<file path="config.mk">
export PLATFORM = sky130hd
export DESIGN_NAME = median_gate_outlier_filter_flat
export DESIGN_NICKNAME = d
export VERILOG_FILES = /design/src/hdl/mgof_pkg.sv /design/src/hdl/mgof_ifs.sv /design/src/hdl/median_gate_outlier_filter.sv /design/src/hdl/mgof_median.sv /design/src/hdl/mgof_window.sv /design/src/flat_wrapper.sv
export SDC_FILE = /design/constraint.sdc
export NUM_CORES = 2
export LEC_CHECK = 0
export BUFFER_PORTS_ARGS = -buffer_cell sky130_fd_sc_hd__buf_2
export CAP_MARGIN = 20
export CORE_UTILIZATION = 40
export CTS_CLUSTER_DIAMETER = 120
export DETAILED_ROUTE_END_ITERATION = 8
export GPL_TIMING_DRIVEN = 0
export PLACE_DENSITY_LB_ADDON = 0.15
export SLEW_MARGIN = 40
export SYNTH_ARGS = -nofsm -noshare
export SYNTH_HDL_FRONTEND = slang
export SYNTH_SLANG_ARGS = --single-unit
</file>
<file path="constraint.sdc">
create_clock -name clock -period 31.3 [get_ports clock]
set_input_delay 3.13 -clock clock [delete_from_list [all_inputs] [get_ports clock]]
set_output_delay 3.13 -clock clock [all_outputs]
set_load 0.02 [all_outputs]
</file>
<file path="src/hdl/mgof_pkg.sv">
package mgof_pkg;

   localparam int WINDOW_LEN_DEF  = 10;
   localparam int SAMPLE_BITS_DEF = 16;

   localparam int               BAND_BITS  = 15;
   localparam logic [BAND_BITS-1:0] BAND_RESET = 15'd2859;

   // outcome of one word against the current window
   typedef struct packed {
      logic filling;
      logic passed;
   } mgof_verdict_type;

endpackage

</file>
<file path="src/hdl/mgof_ifs.sv">
interface mgof_req_if #(
   parameter int SAMPLE_BITS = 16
);
   logic                          valid;
   logic                          ready;
   logic signed [SAMPLE_BITS-1:0] sample;

   modport source (output valid, output sample, input ready);
   modport sink   (input valid, input sample, output ready);
endinterface

interface mgof_rsp_if #(
   parameter int SAMPLE_BITS = 16
);
   logic                          valid;
   logic                          ready;
   logic                          passed;
   logic signed [SAMPLE_BITS-1:0] held_value;

   modport source (output valid, output passed, output held_value, input ready);
   modport sink   (input valid, input passed, input held_value, output ready);
endinterface

interface mgof_csr_if;
   import mgof_pkg::*;
   logic                 valid;
   logic                 ready;
   logic [BAND_BITS-1:0] band_threshold;

   modport source (output valid, output band_threshold, input ready);
   modport sink   (input valid, input band_threshold, output ready);
endinterface

</file>
<file path="src/hdl/median_gate_outlier_filter.sv">
// Median-gated outlier filter.
// req_ch carries one signed Q2.13 word per transfer (field sample); rsp_ch
// returns one word per input: passed and held_value. csr_ch writes the
// acceptance half width band_threshold; it is always ready and is meant to
// be written only while no word is in flight.
// The first WINDOW_LEN words fill the window and come back with passed low.
// After that each word is compared with the upper median of the window,
// found by parallel rank compares in the same cycle as the window update.
// Path: a word taken on req_ch passes the input register, then the result
// register, and is shown on rsp_ch from there (two register stages).
// Throughput: one word per cycle while rsp_ch is not stalled; the window
// update loop closes combinationally through the rank compares and band check.
// Stall: when rsp_ch.ready is low the result register holds, the input
// register keeps its word or takes one more if empty, then req_ch.ready drops.
// Reset (synchronous, active high): window and fill count clear to zero,
// held value to zero, band_threshold to its default; both stages empty.
module median_gate_outlier_filter
   import mgof_pkg::*;
#(
   parameter int WINDOW_LEN  = WINDOW_LEN_DEF,
   parameter int SAMPLE_BITS = SAMPLE_BITS_DEF
) (
   input  logic      clock,
   input  logic      reset,
   mgof_req_if.sink  req_ch,
   mgof_rsp_if.source rsp_ch,
   mgof_csr_if.sink  csr_ch
);

   logic                   s1_valid_ff, s1_valid_in;
   logic [SAMPLE_BITS-1:0] s1_sample_ff, s1_sample_in;
   logic                   rsp_valid_ff, rsp_valid_in;
   logic                   rsp_passed_ff, rsp_passed_in;
   logic [SAMPLE_BITS-1:0] rsp_held_ff, rsp_held_in;
   logic [SAMPLE_BITS-1:0] held_ff, held_in;
   logic [BAND_BITS-1:0]   band_ff, band_in;
   logic                   rsp_load, step, req_take;
   mgof_verdict_type       verdict;

   assign rsp_load = !rsp_valid_ff || rsp_ch.ready;
   assign step     = s1_valid_ff && rsp_load;
   assign req_take = req_ch.valid && req_ch.ready;

   assign req_ch.ready      = !s1_valid_ff || rsp_load;
   assign rsp_ch.valid      = rsp_valid_ff;
   assign rsp_ch.passed     = rsp_passed_ff;
   assign rsp_ch.held_value = rsp_held_ff;
   assign csr_ch.ready      = 1'b1;

   mgof_window #(
      .WINDOW_LEN (WINDOW_LEN),
      .SAMPLE_BITS(SAMPLE_BITS)
   ) u_window (
      .clock  (clock),
      .reset  (reset),
      .step   (step),
      .sample (s1_sample_ff),
      .band   (band_ff),
      .verdict(verdict)
   );

   always_comb begin
      s1_valid_in   = s1_valid_ff;
      s1_sample_in  = s1_sample_ff;
      rsp_valid_in  = rsp_valid_ff;
      rsp_passed_in = rsp_passed_ff;
      rsp_held_in   = rsp_held_ff;
      held_in       = held_ff;
      band_in       = band_ff;

      if (req_take) begin
         s1_valid_in  = 1'b1;
         s1_sample_in = req_ch.sample;
      end else if (step) begin
         s1_valid_in = 1'b0;
      end

      if (step) begin
         rsp_valid_in  = 1'b1;
         rsp_passed_in = verdict.passed;
         if (verdict.filling || verdict.passed) begin
            held_in     = s1_sample_ff;
            rsp_held_in = s1_sample_ff;
         end else begin
            rsp_held_in = held_ff;
         end
      end else if (rsp_ch.ready) begin
         rsp_valid_in = 1'b0;
      end

      if (csr_ch.valid) begin
         band_in = csr_ch.band_threshold;
      end
   end

   always_ff @(posedge clock) begin
      if (reset) begin
         s1_valid_ff  <= 1'b0;
         rsp_valid_ff <= 1'b0;
         held_ff      <= '0;
         band_ff      <= BAND_RESET;
      end else begin
         s1_valid_ff  <= s1_valid_in;
         rsp_valid_ff <= rsp_valid_in;
         held_ff      <= held_in;
         band_ff      <= band_in;
      end
   end

   always_ff @(posedge clock) begin
      s1_sample_ff  <= s1_sample_in;
      rsp_passed_ff <= rsp_passed_in;
      rsp_held_ff   <= rsp_held_in;
   end

endmodule

</file>
<file path="src/hdl/mgof_median.sv">
module mgof_median
   import mgof_pkg::*;
#(
   parameter int WINDOW_LEN  = WINDOW_LEN_DEF,
   parameter int SAMPLE_BITS = SAMPLE_BITS_DEF
) (
   input  logic [WINDOW_LEN-1:0][SAMPLE_BITS-1:0] window,
   output logic [SAMPLE_BITS-1:0]                 median
);

   localparam int CNT_BITS = $clog2(WINDOW_LEN + 1);
   localparam logic [CNT_BITS-1:0] MED_RANK = CNT_BITS'(WINDOW_LEN / 2);

   logic [WINDOW_LEN-1:0][CNT_BITS-1:0] lt_cnt;
   logic [WINDOW_LEN-1:0][CNT_BITS-1:0] le_cnt;
   logic [WINDOW_LEN-1:0]               is_med;

   // rank of each entry by parallel compares; ties all select the same value
   always_comb begin
      for (int i = 0; i < WINDOW_LEN; i++) begin
         lt_cnt[i] = '0;
         le_cnt[i] = '0;
         for (int j = 0; j < WINDOW_LEN; j++) begin
            if ($signed(window[j]) < $signed(window[i])) begin
               lt_cnt[i] = lt_cnt[i] + CNT_BITS'(1);
            end
            if ($signed(window[j]) <= $signed(window[i])) begin
               le_cnt[i] = le_cnt[i] + CNT_BITS'(1);
            end
         end
         is_med[i] = (lt_cnt[i] <= MED_RANK) && (le_cnt[i] > MED_RANK);
      end
   end

   always_comb begin
      median = '0;
      for (int i = 0; i < WINDOW_LEN; i++) begin
         if (is_med[i]) begin
            median = median | window[i];
         end
      end
   end

endmodule

</file>
<file path="src/hdl/mgof_window.sv">
module mgof_window
   import mgof_pkg::*;
#(
   parameter int WINDOW_LEN  = WINDOW_LEN_DEF,
   parameter int SAMPLE_BITS = SAMPLE_BITS_DEF
) (
   input  logic                   clock,
   input  logic                   reset,
   input  logic                   step,
   input  logic [SAMPLE_BITS-1:0] sample,
   input  logic [BAND_BITS-1:0]   band,
   output mgof_verdict_type       verdict
);

   localparam int IDX_BITS  = (WINDOW_LEN > 1) ? $clog2(WINDOW_LEN) : 1;
   localparam int CNT_BITS  = $clog2(WINDOW_LEN + 1);
   localparam int WIDE_BITS =
      ((SAMPLE_BITS > BAND_BITS) ? SAMPLE_BITS : BAND_BITS + 1) + 2;
   localparam logic [CNT_BITS-1:0] FULL = CNT_BITS'(WINDOW_LEN);

   logic [WINDOW_LEN-1:0][SAMPLE_BITS-1:0] win_ff, win_in;
   logic [CNT_BITS-1:0]                    fill_ff, fill_in;
   logic [SAMPLE_BITS-1:0]                 median;
   logic signed [WIDE_BITS-1:0]            med_w, thr_w, x_w, lo_w, hi_w;
   logic                                   filling, passed;
   logic [IDX_BITS-1:0]                    fill_idx;

   mgof_median #(
      .WINDOW_LEN (WINDOW_LEN),
      .SAMPLE_BITS(SAMPLE_BITS)
   ) u_median (
      .window(win_ff),
      .median(median)
   );

   assign filling  = (fill_ff != FULL);
   assign fill_idx = fill_ff[IDX_BITS-1:0];

   assign med_w = {{(WIDE_BITS-SAMPLE_BITS){median[SAMPLE_BITS-1]}}, median};
   assign x_w   = {{(WIDE_BITS-SAMPLE_BITS){sample[SAMPLE_BITS-1]}}, sample};
   assign thr_w = {{(WIDE_BITS-BAND_BITS){1'b0}}, band};
   assign lo_w  = med_w - thr_w;
   assign hi_w  = med_w + thr_w;

   assign passed = !filling && (x_w > lo_w) && (x_w < hi_w);

   assign verdict.filling = filling;
   assign verdict.passed  = passed;

   always_comb begin
      fill_in = fill_ff;
      win_in  = win_ff;
      if (step) begin
         if (filling) begin
            fill_in = fill_ff + CNT_BITS'(1);
            for (int i = 0; i < WINDOW_LEN; i++) begin
               if (fill_idx == IDX_BITS'(i)) begin
                  win_in[i] = sample;
               end
            end
         end else if (passed) begin
            // shift toward the oldest end, append as newest
            for (int i = 0; i < WINDOW_LEN - 1; i++) begin
               win_in[i] = win_ff[i+1];
            end
            win_in[WINDOW_LEN-1] = sample;
         end else begin
            win_in[WINDOW_LEN-1] = sample;
         end
      end
   end

   always_ff @(posedge clock) begin
      if (reset) begin
         fill_ff <= '0;
         win_ff  <= '0;
      end else begin
         fill_ff <= fill_in;
         win_ff  <= win_in;
      end
   end

endmodule
</file>
<file path="src/flat_wrapper.sv">
// flat-port wrapper written by rule: the top's interface ports become plain ports
module median_gate_outlier_filter_flat import mgof_pkg::*;
#(
   parameter int WINDOW_LEN  = WINDOW_LEN_DEF,
   parameter int SAMPLE_BITS = SAMPLE_BITS_DEF
)
  (clock, reset, req_ch_valid, req_ch_sample, req_ch_ready, rsp_ch_valid, rsp_ch_passed, rsp_ch_held_value, rsp_ch_ready, csr_ch_valid, csr_ch_band_threshold, csr_ch_ready);
  mgof_req_if #(.SAMPLE_BITS(SAMPLE_BITS)) req_ch_i ();
  mgof_rsp_if #(.SAMPLE_BITS(SAMPLE_BITS)) rsp_ch_i ();
  mgof_csr_if csr_ch_i ();
  input  logic clock;
  input  logic reset;
  input wire logic [$bits(req_ch_i.valid)-1:0] req_ch_valid;
  input wire logic [$bits(req_ch_i.sample)-1:0] req_ch_sample;
  output wire logic [$bits(req_ch_i.ready)-1:0] req_ch_ready;
  output wire logic [$bits(rsp_ch_i.valid)-1:0] rsp_ch_valid;
  output wire logic [$bits(rsp_ch_i.passed)-1:0] rsp_ch_passed;
  output wire logic [$bits(rsp_ch_i.held_value)-1:0] rsp_ch_held_value;
  input wire logic [$bits(rsp_ch_i.ready)-1:0] rsp_ch_ready;
  input wire logic [$bits(csr_ch_i.valid)-1:0] csr_ch_valid;
  input wire logic [$bits(csr_ch_i.band_threshold)-1:0] csr_ch_band_threshold;
  output wire logic [$bits(csr_ch_i.ready)-1:0] csr_ch_ready;
  assign req_ch_i.valid = req_ch_valid;
  assign req_ch_i.sample = req_ch_sample;
  assign req_ch_ready = req_ch_i.ready;
  assign rsp_ch_valid = rsp_ch_i.valid;
  assign rsp_ch_passed = rsp_ch_i.passed;
  assign rsp_ch_held_value = rsp_ch_i.held_value;
  assign rsp_ch_i.ready = rsp_ch_ready;
  assign csr_ch_i.valid = csr_ch_valid;
  assign csr_ch_i.band_threshold = csr_ch_band_threshold;
  assign csr_ch_ready = csr_ch_i.ready;
  median_gate_outlier_filter #(.WINDOW_LEN(WINDOW_LEN), .SAMPLE_BITS(SAMPLE_BITS)) u_core (.clock(clock), .reset(reset), .req_ch(req_ch_i), .rsp_ch(rsp_ch_i), .csr_ch(csr_ch_i));
endmodule
</file>
==> impl_metrics.env <==
export IMPL_cts_sinks=230
export IMPL_hold_class="reg2reg"
export IMPL_status="finished, final reports clean"
export IMPL_synth_top_area_share_pct=28.19
export IMPL_drive_gt1_share_pct=8.393
export IMPL_seqCellArea_um2=5037
export IMPL_ctsHoldBuffers=0
export IMPL_core_area_um2=104200
export IMPL_fp_dieArea_um2=107100
export IMPL_slowest_delay_ps=780
export IMPL_layout_area_overhead_vs_synth_pct=7.551
export IMPL_synth_edf_count=33
export IMPL_fillers=10580
export IMPL_synth_area_um2=42340
export IMPL_critPathMaxFanout=10
export IMPL_viasPerCell=6.435
export IMPL_critPathTopFamily="compound AO/OA/AOI/OAI gates"
export IMPL_fin_nets=6317
export IMPL_cp_required_ps=31760
export IMPL_setup_viol=0
export IMPL_vias=43280
export IMPL_reg2regPathDepth=64
export IMPL_chipHeight_um=327.3
export IMPL_fin_worst_skew_ps=25.60
export IMPL_syn_nets=6227
export IMPL_ys_ff_latch=230
export IMPL_drc=0
export IMPL_synth_mux_area_share_pct=3.091
export IMPL_yosysTopAreaCell="ha_1"
export IMPL_cts_resized=0
export IMPL_ys_async_sr_fraction_pct=0
export IMPL_insertion_delay_ps=560
export IMPL_firstDrtPassIters=9
export IMPL_yosys_cell_types_count=144
export IMPL_first_global_vias=39570
export IMPL_post_cts_buffers=0
export IMPL_start_util_pct=40.62
export IMPL_ys_warn_count=0
export IMPL_p_per_area_nw_per_um2=117.8
export IMPL_ir_drop_v=0.0001813
export IMPL_synthTopCellsByArea="ha_1, dfxtp_1, a21oi_1, xnor2_1, a211oi_1"
export IMPL_cts_made_buffers=23
export IMPL_setup_tns_ps=0
export IMPL_ys_seq_area_share_pct=11.66
export IMPL_path_common_cell="ha_1"
export IMPL_synthFlopType="dfxtp_1"
export IMPL_drt_total_wl_um=193800
export IMPL_rsz0062_at_grt="no"
export IMPL_htreeDepth=1
export IMPL_grt_overflow_total=0
export IMPL_worst_pin_slew_ps=1018
export IMPL_cp_end_kind="register"
export IMPL_clockRootBuffer="clkbuf_16"
export IMPL_antenna_found_initial=4
export IMPL_avgSynthCellArea_um2=8.093
export IMPL_synth_top_family_by_area="adder cells"
export IMPL_yosys_area_share_simple_pct=20.08
export IMPL_cp_depth=64
export IMPL_cp_start_kind="register"
export IMPL_fp_dieW_um=327.3
export IMPL_layout_commonest_cell="ha_1"
export IMPL_whs_path_depth=2
export IMPL_rows=118
export IMPL_detail_route_wl_per_cell_um=28.82
export IMPL_mostFrequentLayoutCells="ha_1, a21oi_1, nand2_1"
export IMPL_max_cap_violations=0
export IMPL_postSynthCellCount=5231
export IMPL_cp_num_buf_inv=8
export IMPL_critPathKind="reg2reg"
export IMPL_placed_area_um2=44630
export IMPL_hpwl_um=143700
export IMPL_grt_usage_pct=35.00
export IMPL_worst_hold_slack_ps=490.6
export IMPL_io_buffers=53
export IMPL_grt_max_degree=17
export IMPL_timing_slew_headroom_pct=32.02
export IMPL_min_period_over_period_pct=54.35
export IMPL_finish_utilization_pct=43.68
export IMPL_drt_iter0_drc=4909
export IMPL_ant_nets=0
export IMPL_cts_tree="yes"
export IMPL_synth_fa_ha_area_share_pct=28.51
export IMPL_grt_pass1_wl_um=273500
export IMPL_gp_congestion=1.012
export IMPL_hold_viol=0
export IMPL_cp_slowest_cell="o41ai_2"
export IMPL_postLayoutCellArea_um2=45530
export IMPL_max_freq_ghz=0.05878
export IMPL_path_clk_slew_ps=70
export IMPL_p_leak_uw=0.02078
export IMPL_num_io_pins=56
export IMPL_slew_viol_final=0
export IMPL_synth_compound_area_share_pct=23.71
export IMPL_multi_input_area_um2=35660
export IMPL_synth_xor_area_share_pct=8.349
export IMPL_clk_path_buf_depth=3
export IMPL_cp_data_arrival_time_ps=17480
export IMPL_timing_final_crit_period_ps=17010
[synthesized netlist by cell type, types with 21 or more instances]
library cell	count
mux2i_1	72
ha_1	954
a221oi_1	25
nand4_1	170
o2111ai_1	22
edfxtp_1	33
o21ai_0	172
or3_1	33
a211oi_1	195
and2_1	48
inv_1	348
nor3_1	77
clkbuf_1	97
o21bai_1	26
a21o_1	104
nand3_1	128
buf_1	30
xnor3_1	28
dfxtp_1	197
and4_1	21
o32ai_1	24
nand2b_1	63
o31ai_1	30
a31oi_1	48
xor2_1	80
a211o_1	27
nor2_1	380
a21oi_1	437
o211ai_1	46
xnor2_1	184
nand2_1	385
o21a_1	48
nor2b_1	96
or2_2	26
mux2_2	50
nor4_1	34
and3_1	41
[registers in the layout, summed over array words and instances (netlist names)]
register	flops
u_core.rsp_ch.passed	1
u_core.u_window.win_ff	160
u_core.band_ff	15
u_core.s1_valid_ff	1
u_core.s1_sample_ff	16
u_core.rsp_ch.held_value	16
u_core.rsp_ch.valid	1
u_core.held_ff	16
u_core.u_window.fill_ff	4
[worst paths after layout]
check                              from                         end  slack (ps)
min                  u_core.held_ff[12]          u_core.held_ff[12]         490
max reg2reg  u_core.u_window.win_ff[31]  u_core.u_window.win_ff[72]       14290
min reg2reg          u_core.held_ff[12]          u_core.held_ff[12]         490
max          u_core.u_window.win_ff[31]  u_core.u_window.win_ff[72]       14290
[area by class of cell]
| class | instances | share of cell area, % |
|---|---|---|
| multi-input combinational | 4498 | 78.31 |
| sequential | 230 | 11.06 |
| clock buffer | 32 | 1.385 |
| tap | 1380 | 3.792 |
| buffer | 146 | 1.338 |
| timing repair buffer | 65 | 0.8051 |
| inverter | 357 | 2.960 |
| clock inverter | 10 | 0.3105 |
| antenna | 7 | 0.03847 |
[where the power goes]
part | internal (uW) | switching, uW | total [uW]
clock network | 167 | 125 | 292
logic | 1880 | 2880 | 4750
registers | 307 | 12.8 | 320
total | 2350 | 3010 | 5370
[logic make-up (layout without fill, tap and decap cells)]
| group | Yosys count | count (layout) |
|---|---|---|
| compound gates | 1456 | 1456 |
| xor+xnor | 321 | 321 |
| fa+ha+maj | 961 | 961 |
| buf+inv | 503 | 610 |
| flops | 230 | 230 |
| mux | 124 | 124 |
| other cells | 1 | 8 |
| simple gates | 1635 | 1635 |
[through the flow]
stage	setup slack (ps)	power [uW]	cells
after global placement	13780	4801	6664
after CTS	14460	5210	6709
final	14290	5365	6725
after detailed placement	14600	4887	6667
after global routing	13160	5803	6718
after floorplan	18210	3738	5231
[worst reg2reg max path, delay by kind of cell, from the launching register on]
kind / cells / cell delay [ps]
xor+xnor: 1 / 180
compound gates: 32 / 7420
fa+ha+maj: 10 / 3550
flops: 1 / 750
buf+inv: 8 / 2390
mux: 2 / 620
simple gates: 11 / 1980
[metal layers]
| metal | share of wire (%) | vias up | track usage (%) |
|---|---|---|---|
| li1 | - | 19900 | - |
| met1 | 40 | 20340 | 44.34 |
| met2 | 41 | 2392 | 52.11 |
| met3 | 11 | 635 | 8.817 |
| met4 | 8.0 | 8 | 23.39 |
| met5 | 0.078 | - | 1.065 |
Note: power is estimated with default switching activity, not from simulation.
